$ cat src/rtl/rad_pkg.sv
`timescale 1ns / 1ps
// ----------------------------------------------------------------------------
// rad_pkg: shared types and constants
// Operation codes, field widths and the controller/datapath command bundle.
// ----------------------------------------------------------------------------
package rad_pkg;

  localparam int OPERAND_WIDTH_DEF = 16;
  localparam int KIND_W = 2;
  localparam int RES_NUM_W = 33;
  localparam int RES_DEN_W = 31;

  localparam logic [KIND_W-1:0] KIND_ADD     = 2'd0;
  localparam logic [KIND_W-1:0] KIND_DIV     = 2'd1;
  localparam logic [KIND_W-1:0] KIND_RED     = 2'd2;
  localparam logic [KIND_W-1:0] KIND_RED_ALT = 2'd3;  // decodes as reduce

  // datapath micro-operations
  localparam logic [3:0] OP_NONE  = 4'd0;
  localparam logic [3:0] OP_LOAD  = 4'd1;  // capture operands, magnitudes, signs
  localparam logic [3:0] OP_GSET1 = 4'd2;  // gcd x,y <- |a_den|,|b_den|
  localparam logic [3:0] OP_GSTEP = 4'd3;  // one binary gcd step
  localparam logic [3:0] OP_DSET1 = 4'd4;  // divider: |a_den| / g and |b_den| / g
  localparam logic [3:0] OP_DSTEP = 4'd5;  // one restoring division bit
  localparam logic [3:0] OP_MUL1  = 4'd6;  // add/div products
  localparam logic [3:0] OP_SUM   = 4'd7;  // signed sum for add
  localparam logic [3:0] OP_GSET2 = 4'd8;  // gcd x,y <- result num,den
  localparam logic [3:0] OP_DSET2 = 4'd9;  // divider: num / g and den / g
  localparam logic [3:0] OP_DONE  = 4'd10; // capture result

  typedef struct packed {
    logic [3:0] op;
  } rad_cmd_t;

  typedef struct packed {
    logic gcd_done;
    logic div_done;
    logic err;
    logic [KIND_W-1:0] kind;
  } rad_sts_t;

endpackage

$ cat src/rtl/rad_ctrl.sv
`timescale 1ns / 1ps
// ----------------------------------------------------------------------------
// rad_ctrl: sequencing state machine
// Steps the datapath through load, gcd, divide, multiply, sum and reduce phases.
// ----------------------------------------------------------------------------
module rad_ctrl (
  input  logic              clk,
  input  logic              rst,
  input  logic              in_fire,
  input  logic              out_fire,
  input  rad_pkg::rad_sts_t sts,
  output rad_pkg::rad_cmd_t cmd,
  output logic              in_ready,
  output logic              out_valid
);
  localparam logic [3:0] S_IDLE = 4'd0, S_G1S = 4'd1, S_G1 = 4'd2, S_D1S = 4'd3,
                         S_D1 = 4'd4, S_MUL = 4'd5, S_SUM = 4'd6, S_G2S = 4'd7,
                         S_G2 = 4'd8, S_D2S = 4'd9, S_D2 = 4'd10, S_DONE = 4'd11,
                         S_OUT = 4'd12;
  logic [3:0] state, state_next;
  logic gcd_fin;

  // an extra GSTEP latches g after an operand reaches zero
  always_ff @(posedge clk) begin
    if (rst) gcd_fin <= 1'b0;
    else gcd_fin <= (state == S_G1 || state == S_G2) && sts.gcd_done && !gcd_fin;
  end

  always_comb begin
    state_next = state;
    cmd.op = rad_pkg::OP_NONE;
    unique case (state)
      S_IDLE: if (in_fire) begin cmd.op = rad_pkg::OP_LOAD; state_next = S_G1S; end
      S_G1S: begin cmd.op = rad_pkg::OP_GSET1; state_next = S_G1; end
      S_G1: begin
        cmd.op = rad_pkg::OP_GSTEP;
        if (gcd_fin) begin cmd.op = rad_pkg::OP_NONE; state_next = S_D1S; end
      end
      S_D1S: begin cmd.op = rad_pkg::OP_DSET1; state_next = S_D1; end
      S_D1: begin
        cmd.op = rad_pkg::OP_DSTEP;
        if (sts.div_done) begin cmd.op = rad_pkg::OP_NONE; state_next = S_MUL; end
      end
      S_MUL: begin cmd.op = rad_pkg::OP_MUL1; state_next = S_SUM; end
      S_SUM: begin cmd.op = rad_pkg::OP_SUM; state_next = S_G2S; end
      S_G2S: begin cmd.op = rad_pkg::OP_GSET2; state_next = S_G2; end
      S_G2: begin
        cmd.op = rad_pkg::OP_GSTEP;
        if (gcd_fin) begin cmd.op = rad_pkg::OP_NONE; state_next = S_D2S; end
      end
      S_D2S: begin cmd.op = rad_pkg::OP_DSET2; state_next = S_D2; end
      S_D2: begin
        cmd.op = rad_pkg::OP_DSTEP;
        if (sts.div_done) begin cmd.op = rad_pkg::OP_NONE; state_next = S_DONE; end
      end
      S_DONE: begin cmd.op = rad_pkg::OP_DONE; state_next = S_OUT; end
      S_OUT: if (out_fire) state_next = S_IDLE;
      default: state_next = S_IDLE;
    endcase
  end

  always_ff @(posedge clk) begin
    if (rst) state <= S_IDLE;
    else state <= state_next;
  end

  assign in_ready  = (state == S_IDLE);
  assign out_valid = (state == S_OUT);

  a_excl: assert property (@(posedge clk) disable iff (rst) !(in_ready && out_valid))
    else $error("ready and valid together");
  a_hold: assert property (@(posedge clk) disable iff (rst)
    out_valid && !out_fire |=> out_valid) else $error("result dropped");
  a_start: assert property (@(posedge clk) disable iff (rst)
    in_fire |=> state == S_G1S) else $error("load not followed by gcd");
endmodule

$ cat config.mk
export PLATFORM = sky130hd
export DESIGN_NAME = rad_ctrl
export DESIGN_NICKNAME = d
export VERILOG_FILES = /design/src/rtl/rad_pkg.sv /design/src/rtl/rad_ctrl.sv
export SDC_FILE = /design/constraint.sdc
export NUM_CORES = 1
export LEC_CHECK = 0
export CAP_MARGIN = 20
export CORE_AREA = 8 8 45 47
export DETAILED_ROUTE_END_ITERATION = 16
export DIE_AREA = 0 0 53 55
export DONT_BUFFER_PORTS = 1
export PLACE_DENSITY = 0.6
export SLEW_MARGIN = 20
export SYNTH_ARGS = -nofsm -noshare
export SYNTH_HDL_FRONTEND = slang
export SYNTH_SLANG_ARGS = --single-unit
$ cat constraint.sdc
create_clock -name clk -period 2.62 [get_ports clk]
set_input_delay 0.786 -clock clk [delete_from_list [all_inputs] [get_ports clk]]
set_output_delay 0.786 -clock clk [all_outputs]
set_load 0.01 [all_outputs]
======== Word-level counts from Yosys, hierarchy flattened ========
Cells that the tools add are included.
storage, ports and cells
  register bits ........................... 5
  logic and storage cells ................. 39
operators by class
  reduce and logical (&&, ||, !) cells .... 8
  equal/unequal tests ..................... 18
  mux-type cells .......................... 11
operator list
  operator                                              number
  case mux 4 bit (13 select lines)                      1
  case mux 4 bit (10 select lines)                      1
  2-to-1 mux 4 bit                                      6
  equality test 4 bit (second input constant)           5
  equality test 4 x 3 -> 1 bit (second input constant)  4
  != test 2 bit (second input constant)                 6
  equality test 4 x 2 -> 1 bit (second input constant)  2
  AND reduction 6 bit                                   1
  equality test 4 x 1 -> 1 bit (second input constant)  1
  zero test 4 bit                                       1
  OR reduction 2 bit                                    2
  2-to-1 mux 3 bit                                      1
  logical AND 1 bit                                     2
  2-to-1 mux 2 bit                                      1
  zero test 1 bit                                       1
  logical OR 1 bit                                      1
  2-to-1 mux 1 bit                                      1

======== Depth between registers and ports, before layout ========
Gate-level depths: netlist (run 1).
  word-level depth ........................ 4
  gate-level depth with buffers ........... 5
  depth with buffers taken out ............ 4

======== Worst setup path before layout (run 1) ========
Ideal clock, no wire load.
  path type ............................... input-to-output
  from .................................... input sts[3] (netlist name)
  to ...................................... output cmd[0] (netlist name)
  buffers on the path ..................... 0
  stages on the path ...................... 4
  arrival time ............................ 1385 ps
  path slack .............................. 449 ps
  cell sequence ........................... nor4b_2 -> a31oi_1 -> a21oi_1 -> a311o_1
RTL lines
  what             line            RTL
  start, declared  rad_ctrl.sv:11  input rad_pkg::rad_sts_t sts,
  end, declared    rad_ctrl.sv:12  output rad_pkg::rad_cmd_t cmd,

==> impl_metrics.json, run 1 <==
{
  "placed_cells": 73,
  "synth_ff_type": "dfxtp_1",
  "setup_tns_ps": 0,
  "path_clk_slew_ps": 40,
  "layout_setup_ws_ps": 277,
  "drt-initial-drc-count": 10,
  "finClkSkew_ps": 0.238,
  "first_pass_iters": 2,
  "p_per_area_nw_per_um2": 631,
  "die-area_um2": 2920,
  "relSlewSlack_pct": 65.6,
  "post_drt_wl_per_cell_um": 13.6,
  "tritoncts": "done",
  "clockBufferDepth": 2,
  "diodes": 0,
  "ctsHoldBuffers": 0,
  "num-fill-cells": 142,
  "die_x_um": 53,
  "synth_top_area_share_pct": 22.2,
  "fp.coreArea_um2": 1380,
  "synth.area.top_cells": "dfxtp_1 22%, buf_4 5.0%, buf_6 5.0%, a21oi_1 4.4%, o21ai_0 4.4%",
  "path_cells": "nand2_1, o311a_1, a31oi_1",
  "place_hpwl_um": 803,
  "cp-end-kind": "output pin",
  "yosys_warnings": 0,
  "max_freq_ghz": 0.427,
  "grt_max_degree": 14,
  "ios": 15,
  "row_count": 14,
  "htree_num_levels": 1,
  "worst-endpoint-arrival_ps": 1560,
  "ys_types": 31,
  "routed_wl_um": 1050,
  "required_ps": 1830,
  "post-route-min-period_ps": 2340,
  "criticalPathCategory": "reg -> out",
  "port_buffers": 0,
  "synth_enable_flop_cells": 0,
  "status": "completed",
  "worst_pin_slew_ps": 512,
  "initial_core_util_pct": 32.5,
  "post_cts_resize_count": 0,
  "hold_class": "in -> reg",
  "grt_usage_pct": 8.36,
  "post_cts_buffers": 0,
  "gp_congestion": 0.769,
  "max_cap_violations": 0,
  "leakage_nw": 0.166,
  "vias": 435,
  "clk_latency_ps": 240,
  "grt_pass1_wl_um": 1810,
  "area_growth_pct": 6.67,
  "synthArstFlopShare_pct": 0,
  "ys_ff_latch": 5,
  "die_y_um": 55,
  "grt_pass1_vias": 432,
  "dp_slack_ps": 358,
  "cts-buffers-inserted": 3,
  "rsz0062_at_grt": "no",
  "syn_nets": 68,
  "slew_viol_final": 0,
  "grt-ovfl-total": 0,
  "period_share_pct": 89.4,
  "whs_ps": 610,
  "yosysTopAreaCell": "dfxtp_1",
  "finalHoldViolCount": 0,
  "vdd_drop_max_mv": 0.142,
  "viasPerCell": 5.65,
  "ant_nets": 0,
  "numClockSinks": 5,
  "syn_avg_cell_area_um2": 7.63,
  "clockRootBuffer": "clkbuf_4",
  "crit_fanout": 12,
  "seq_area_frac_synth_pct": 22.2,
  "antenna_found_initial": 0,
  "stdcell_count": 77,
  "yosys-top-cells-count": "5 x dfxtp_1, 5 x nand2_1, 4 x a21oi_1, 4 x inv_1, 4 x o21ai_0",
  "synth_cells": 59,
  "synth_area_um2": 450,
  "drc": 0,
  "cp_slowest_cell": "dfxtp_1",
  "setup_violations": 0,
  "cpPeakStageDelay_ps": 570,
  "critPathLaunchType": "register",
  "final_nets": 71,
  "drive_above_1_share_pct": 18.0
}
-- area by class of cell --
cell class	instances	area, um^2	share of cell area (%)
multi-input cells	43	280	58.3
flip-flops and latches	5	101	21.1
repair buffers	5	37.5	7.81
clock buffers	4	26.3	5.47
well taps	16	20.0	4.17
inverters	4	15.0	3.12
-- final timing paths --
check                               from        to  slack (ps)  cells after the start
worst min register to register   gcd_fin   gcd_fin         620                      2
worst min-delay path                 rst  state[3]         610                      1
worst max-delay path            state[3]    cmd[1]         280                      3
worst max register to register  state[3]  state[2]        1380                      4
-- cells by family after synthesis --
logic type	synth area share, %
AND/OR/NAND/NOR	25.8
AO/OA/AOI/OAI	30.6
buffers and inverters	15.6
flip-flops	22.2
XOR/XNOR	5.83
-- report_power, final --
part	switching [mW]	leakage, nW	internal, mW	total [mW]
clock	0.0309	0.0150	0.0575	0.0884
sequential	0.0207	0.0413	0.0847	0.105
combinational	0.0581	0.109	0.0512	0.109
total	0.110	0.166	0.193	0.303
-- sequential cells by signal (all words and copies together), names as in the netlist --
register,cells
state,4
gcd_fin,1
-- critical path, delay by kind of cell (launching register included) --
kind | cells | cell delay (ps)
and+or+nand+nor | 1 | 150
DFF | 1 | 570
AOI/OAI and AO/OA | 2 | 590
-- layout by cell type, fill, tap and decap left out, drive strengths merged, types with 2 or more instances in the layout --
cell / instances
a211oi: 2
a21oi: 4
a31oi: 2
buf: 5
clkbuf: 4
dfxtp: 5
inv: 4
nand2: 5
nand2b: 2
nor2: 3
nor4: 2
nor4b: 2
o21ai: 4
o41ai: 2
xnor2: 2
-- metal layers --
metal,routed length (um),GRT usage (%)
met3,89,4.81
met1,416,8.19
met4,29,6.90
met5,0,0
met2,513,12.7
-- stage by stage --
step | utilization [%] | instance area, um^2 | total power [mW]
detailed placement | 32.7 | 453 | 0.217
global route | 34.7 | 480 | 0.333
CTS | 34.6 | 479 | 0.307
floorplan | - | 450 | 0.205
global placement | 32.7 | 453 | 0.215
finish | 34.7 | 480 | 0.303
Power figures use the tool's default switching activity.
==> run 2, diff against run 1 <==
==> constraint.sdc (replaced) <==
create_clock -name clk -period 2.3 [get_ports clk]
set_input_delay 0.69 -clock clk [delete_from_list [all_inputs] [get_ports clk]]
set_output_delay 0.69 -clock clk [all_outputs]
set_load 0.01 [all_outputs]
==> run 2 against run 1 <==
Die area stayed put. Critical path depth is 2 higher. Register-to-register slack worse by 310 ps. Hold slack worse by 110 ps. Clock skew is 6.4 ps higher. First-iteration DRC count is 10% lower. Cell area is 3.6% higher. Utilization is 1.3 points higher. Largest power group unchanged.
==> impl_metrics.json, run 2 (synthesis results as in run 1) <==
{
  "status": "completed",
  "pwr-share-comb_pct": 36.8,
  "drc": 0,
  "final_nets": 72,
  "gp_congestion": 0.793,
  "criticalPathCategory": "reg -> out",
  "critPathLaunch": "state[0]",
  "place_hpwl_um": 826,
  "slew_viol_final": 0,
  "setup_violations": 0,
  "worst-endpoint-arrival_ps": 1520,
  "required_ps": 1610,
  "vdd_drop_max_mv": 0.348,
  "htree_num_levels": 1,
  "diodes": 0,
  "grt-ovfl-total": 0,
  "cpPeakStageDelay_ps": 550,
  "seqPwrFrac_pct": 34.7,
  "internal_power_mw": 0.222,
  "relSlewSlack_pct": 65.2,
  "regMostFlops": "state",
  "netSwitchingPower_mw": 0.135,
  "rsz0062_at_grt": "no",
  "stdcell_area_um2": 498,
  "numClockSinks": 5,
  "ant_nets": 0,
  "max_freq_ghz": 0.452,
  "period_share_pct": 96.2,
  "hold_class": "in -> reg",
  "cp-end-kind": "output pin",
  "critPathLaunchType": "register",
  "antenna_found_initial": 0,
  "path_clk_slew_ps": 50,
  "layout_common_cells": "6 x buf_4, 5 x nand2_1, 4 x inv_1, 4 x a21oi_1, 4 x o21ai_0",
  "die_y_um": 55,
  "clockRootBuffer": "clkbuf_4",
  "first_pass_iters": 4,
  "switching_share_pct": 37.8,
  "crit_fanout": 11,
  "timing.rr.start": "state[0]",
  "clockBufferDepth": 2,
  "grt_usage_pct": 8.25,
  "path_cells": "nand2b_1, a21oi_1, a211o_1, o41ai_1, buf_4",
  "p_clk_share_pct": 28.5,
  "ios": 15,
  "worstHoldStart": "rst",
  "post-route-min-period_ps": 2210,
  "largest_reg_flops": 4,
  "ctsHoldBuffers": 0,
  "finClkSkew_ps": 6.66,
  "reg_top3": "state x4, gcd_fin x1",
  "grt_pass1_wl_um": 1780,
  "routed_wl_um": 1130,
  "viasPerCell": 5.62,
  "finalHoldViolCount": 0,
  "vias": 438,
  "port_buffers": 0,
  "fp.coreArea_um2": 1380,
  "drive_above_1_share_pct": 25.8,
  "max_cap_violations": 0,
  "num-fill-cells": 153,
  "cp_slowest_cell": "dfxtp_1",
  "grt_max_degree": 12,
  "path_buf_inv": 1,
  "final_common_cell": "buf_4",
  "clk_latency_ps": 240,
  "die_x_um": 53,
  "setup_tns_ps": 0,
  "worst_pin_slew_ps": 517,
  "initial_core_util_pct": 32.5,
  "area_growth_pct": 10.6,
  "row_count": 14,
  "die-area_um2": 2920,
  "leakage_nw": 0.175,
  "p_per_area_nw_per_um2": 716,
  "grt_pass1_vias": 366,
  "crit_family": "flip-flops",
  "cts-buffers-inserted": 3,
  "post_drt_wl_per_cell_um": 14.5,
  "tritoncts": "done",
  "placed_cell_area_um2": 460,
  "drt-initial-drc-count": 9
}
[run 2: metal layers]
metal | wire, um | vias to the layer above | part of all wire [%] | global-route usage, %
li1 | - | 224 | - | -
met1 | 503 | 207 | 44 | 8.80
met2 | 551 | 7 | 49 | 13.5
met3 | 78 | 0 | 6.9 | 4.81
met4 | 0 | 0 | 0 | 2.59
met5 | 0 | - | 0 | 0
[run 2: path summary, 6_finish.rpt]
| check | slack (ps) | to | cells after the start |
|---|---|---|---|
| worst max-delay path | 90 | cmd[2] | 5 |
| worst min-delay path | 500 | state[3] | 1 |
| worst max register to register | 1070 | state[2] | 4 |
| worst min register to register | 640 | gcd_fin | 2 |
[run 2: timing repair]
| item | CTS | global route |
|---|---|---|
| endpoints found under the setup margin | 0 | 3 |
| buffers inserted | 0 | 0 |
| resized for setup | 0 | 4 |
[run 2: worst reg2reg max path, stage by stage, from the launching register on]
cell and delay [ps]:
dfxtp_1 550, buf_4 240, o21ai_0 100, a21oi_1 160
o31ai_1 80
[run 2: power groups by stage]
stage / combinational, mW / clock, mW / sequential [mW]
6_report: 0.131 / 0.102 / 0.124
5_1_grt: 0.144 / 0.116 / 0.126
4_1_cts: 0.129 / 0.106 / 0.121
3_5_place_dp: 0.127 / 0 / 0.123
3_3_place_gp: 0.125 / 0 / 0.122
2_1_floorplan: 0.133 / 0 / 0.101
[run 2: final cells by class]
cell class / count / area, um^2 / share of cell area [%]
multi-input cells: 43 / 287 / 57.5
flip-flops and latches: 5 / 104 / 20.9
repair buffers: 6 / 45.0 / 9.05
clock buffers: 3 / 22.5 / 4.52
well taps: 16 / 20.0 / 4.02
inverters: 4 / 15.0 / 3.02
clock inverters: 1 / 5.00 / 1.01
[run 2: stage by stage]
stage	util [%]	instances	hold slack, ps	power (mW)	setup slack [ps]
after floorplan	-	59	575	0.234	321
after global placement	33.3	74	628	0.247	238
after detailed placement	33.3	74	639	0.250	250
after CTS	35.3	78	499	0.356	27.2
after global routing	36.0	78	478	0.386	2.44
final	36.0	78	500	0.357	87.2
==> run 3, diff against run 2 <==
--- a/config.mk
+++ b/config.mk
@@ -10,6 +10,7 @@
 export DETAILED_ROUTE_END_ITERATION = 16
 export DIE_AREA = 0 0 53 55
 export DONT_BUFFER_PORTS = 1
+export MAX_ROUTING_LAYER = met4
 export PLACE_DENSITY = 0.6
 export SLEW_MARGIN = 20
 export SYNTH_ARGS = -nofsm -noshare
==> run 3 against run 2 <==
Clock power barely moved. Sequential power barely moved. Critical endpoint unchanged. Global-route usage rose by 0.31 points. Non-clock buffer count did not move. Combinational power barely moved.
==> impl_metrics.json, run 3 (synthesis results as in run 1) <==
{
  "grt_pass1_wl_um": 1790,
  "die-area_um2": 2920,
  "routed_wl_um": 1150,
  "gp_congestion": 0.805,
  "p_per_area_nw_per_um2": 717,
  "whs_ps": 500,
  "initial_core_util_pct": 32.5,
  "die_y_um": 55,
  "die_x_um": 53,
  "setup_tns_ps": 0,
  "timing.rr.start": "state[0]",
  "critPathLaunch": "state[0]",
  "drt-initial-drc-count": 9,
  "final_util_pct": 36.0,
  "drc": 0,
  "row_count": 14,
  "status": "completed",
  "reg2regPathDepth": 4,
  "rsz0062_at_grt": "no",
  "post_drt_wl_per_cell_um": 14.7,
  "placed_cell_area_um2": 460,
  "criticalPathCategory": "reg -> out",
  "worst_pin_slew_ps": 517,
  "largest_reg_flops": 4,
  "path_clk_slew_ps": 50,
  "setup_violations": 0,
  "final_common_cell": "buf_4",
  "diodes": 0,
  "numClockSinks": 5,
  "num-fill-cells": 153,
  "reg2reg_setup_slack_ps": 1060,
  "grt-ovfl-total": 0,
  "tritoncts": "done",
  "max_freq_ghz": 0.451,
  "final_nets": 72,
  "worst-endpoint-arrival_ps": 1530,
  "worstHoldStart": "rst",
  "area_growth_pct": 10.6,
  "reg_top3": "state x4, gcd_fin x1",
  "hold_class": "in -> reg",
  "stdcell_count": 78,
  "cts-buffers-inserted": 3,
  "fp.coreArea_um2": 1380,
  "relSlewSlack_pct": 65.2,
  "finClkSkew_ps": 6.66,
  "htree_num_levels": 1,
  "placed_cells": 74,
  "post-route-min-period_ps": 2220,
  "finalHoldViolCount": 0,
  "required_ps": 1610,
  "min_to": "state[3]",
  "slew_viol_final": 0,
  "clk_latency_ps": 240,
  "grt_usage_pct": 8.55,
  "port_buffers": 0,
  "vias": 446,
  "leakage_nw": 0.175,
  "clockBufferDepth": 2,
  "place_hpwl_um": 826,
  "clockRootBuffer": "clkbuf_4",
  "total_power_mw": 0.357,
  "first_pass_iters": 4,
  "period_share_pct": 96.4,
  "layout_common_cells": "6 x buf_4, 5 x nand2_1, 4 x inv_1, 4 x a21oi_1, 4 x o21ai_0",
  "holdPathStages": 1,
  "vdd_drop_max_mv": 0.348,
  "ant_nets": 0,
  "crit_fanout": 11,
  "ios": 15,
  "cp-end-kind": "output pin",
  "stdcell_area_um2": 498,
  "antenna_found_initial": 0,
  "grt_pass1_vias": 362,
  "max_cap_violations": 0,
  "grt_max_degree": 12,
  "viasPerCell": 5.72,
  "critPathLaunchType": "register",
  "regMostFlops": "state",
  "layout_setup_ws_ps": 83.8,
  "dp_slack_ps": 250,
  "drive_above_1_share_pct": 25.8,
  "r2r_end": "state[2]"
}
run 3: cell counts in the layout (fill, tap and decap cells not counted):
Identical to the previous run, type by type.
run 3: cell type report:
class	instances	area [um^2]	area share, %
Clock inverter	1	5.00	1.01
Tap cell	16	20.0	4.02
Timing Repair Buffer	6	45.0	9.05
Sequential cell	5	104	20.9
Inverter	4	15.0	3.02
Clock buffer	3	22.5	4.52
Multi-Input combinational cell	43	287	57.5
run 3: critical path, cell delays in order (launching register included):
cell and delay [ps]:
dfxtp_1 550, nand2b_1 160, a21oi_1 60, a211o_1 270, o41ai_1 60, buf_4 180
run 3: per-layer routing:
layer	wire length, um	vias up	track usage, %
met5	0	-	-
met4	0	0	2.59
met2	553	9	13.5
met1	524	213	9.26
met3	68	0	4.28
li1	-	224	-
run 3: where the power goes:
group	total [mW]	internal, mW	switching, mW	leakage (nW)
Clock	0.102	0.0630	0.0387	0.0177
Combinational	0.131	0.0618	0.0694	0.115
Sequential	0.124	0.0971	0.0269	0.0421
run 3: how the worst max path moves through the flow:
stage	endpoint	slack, ps	cells past startpoint
global route	cmd[2]	2	5
global placement	cmd[0]	240	4
CTS	cmd[1]	30	4
detailed placement	cmd[0]	250	4
finish	cmd[2]	80	5
floorplan	cmd[0]	320	4
run 3: repair_timing:
item / 4_1_cts / 5_1_grt
setup endpoints to repair: 0 / 3
hold buffers: 0 / 0
gates resized for setup: 0 / 4
setup buffers: 0 / 0
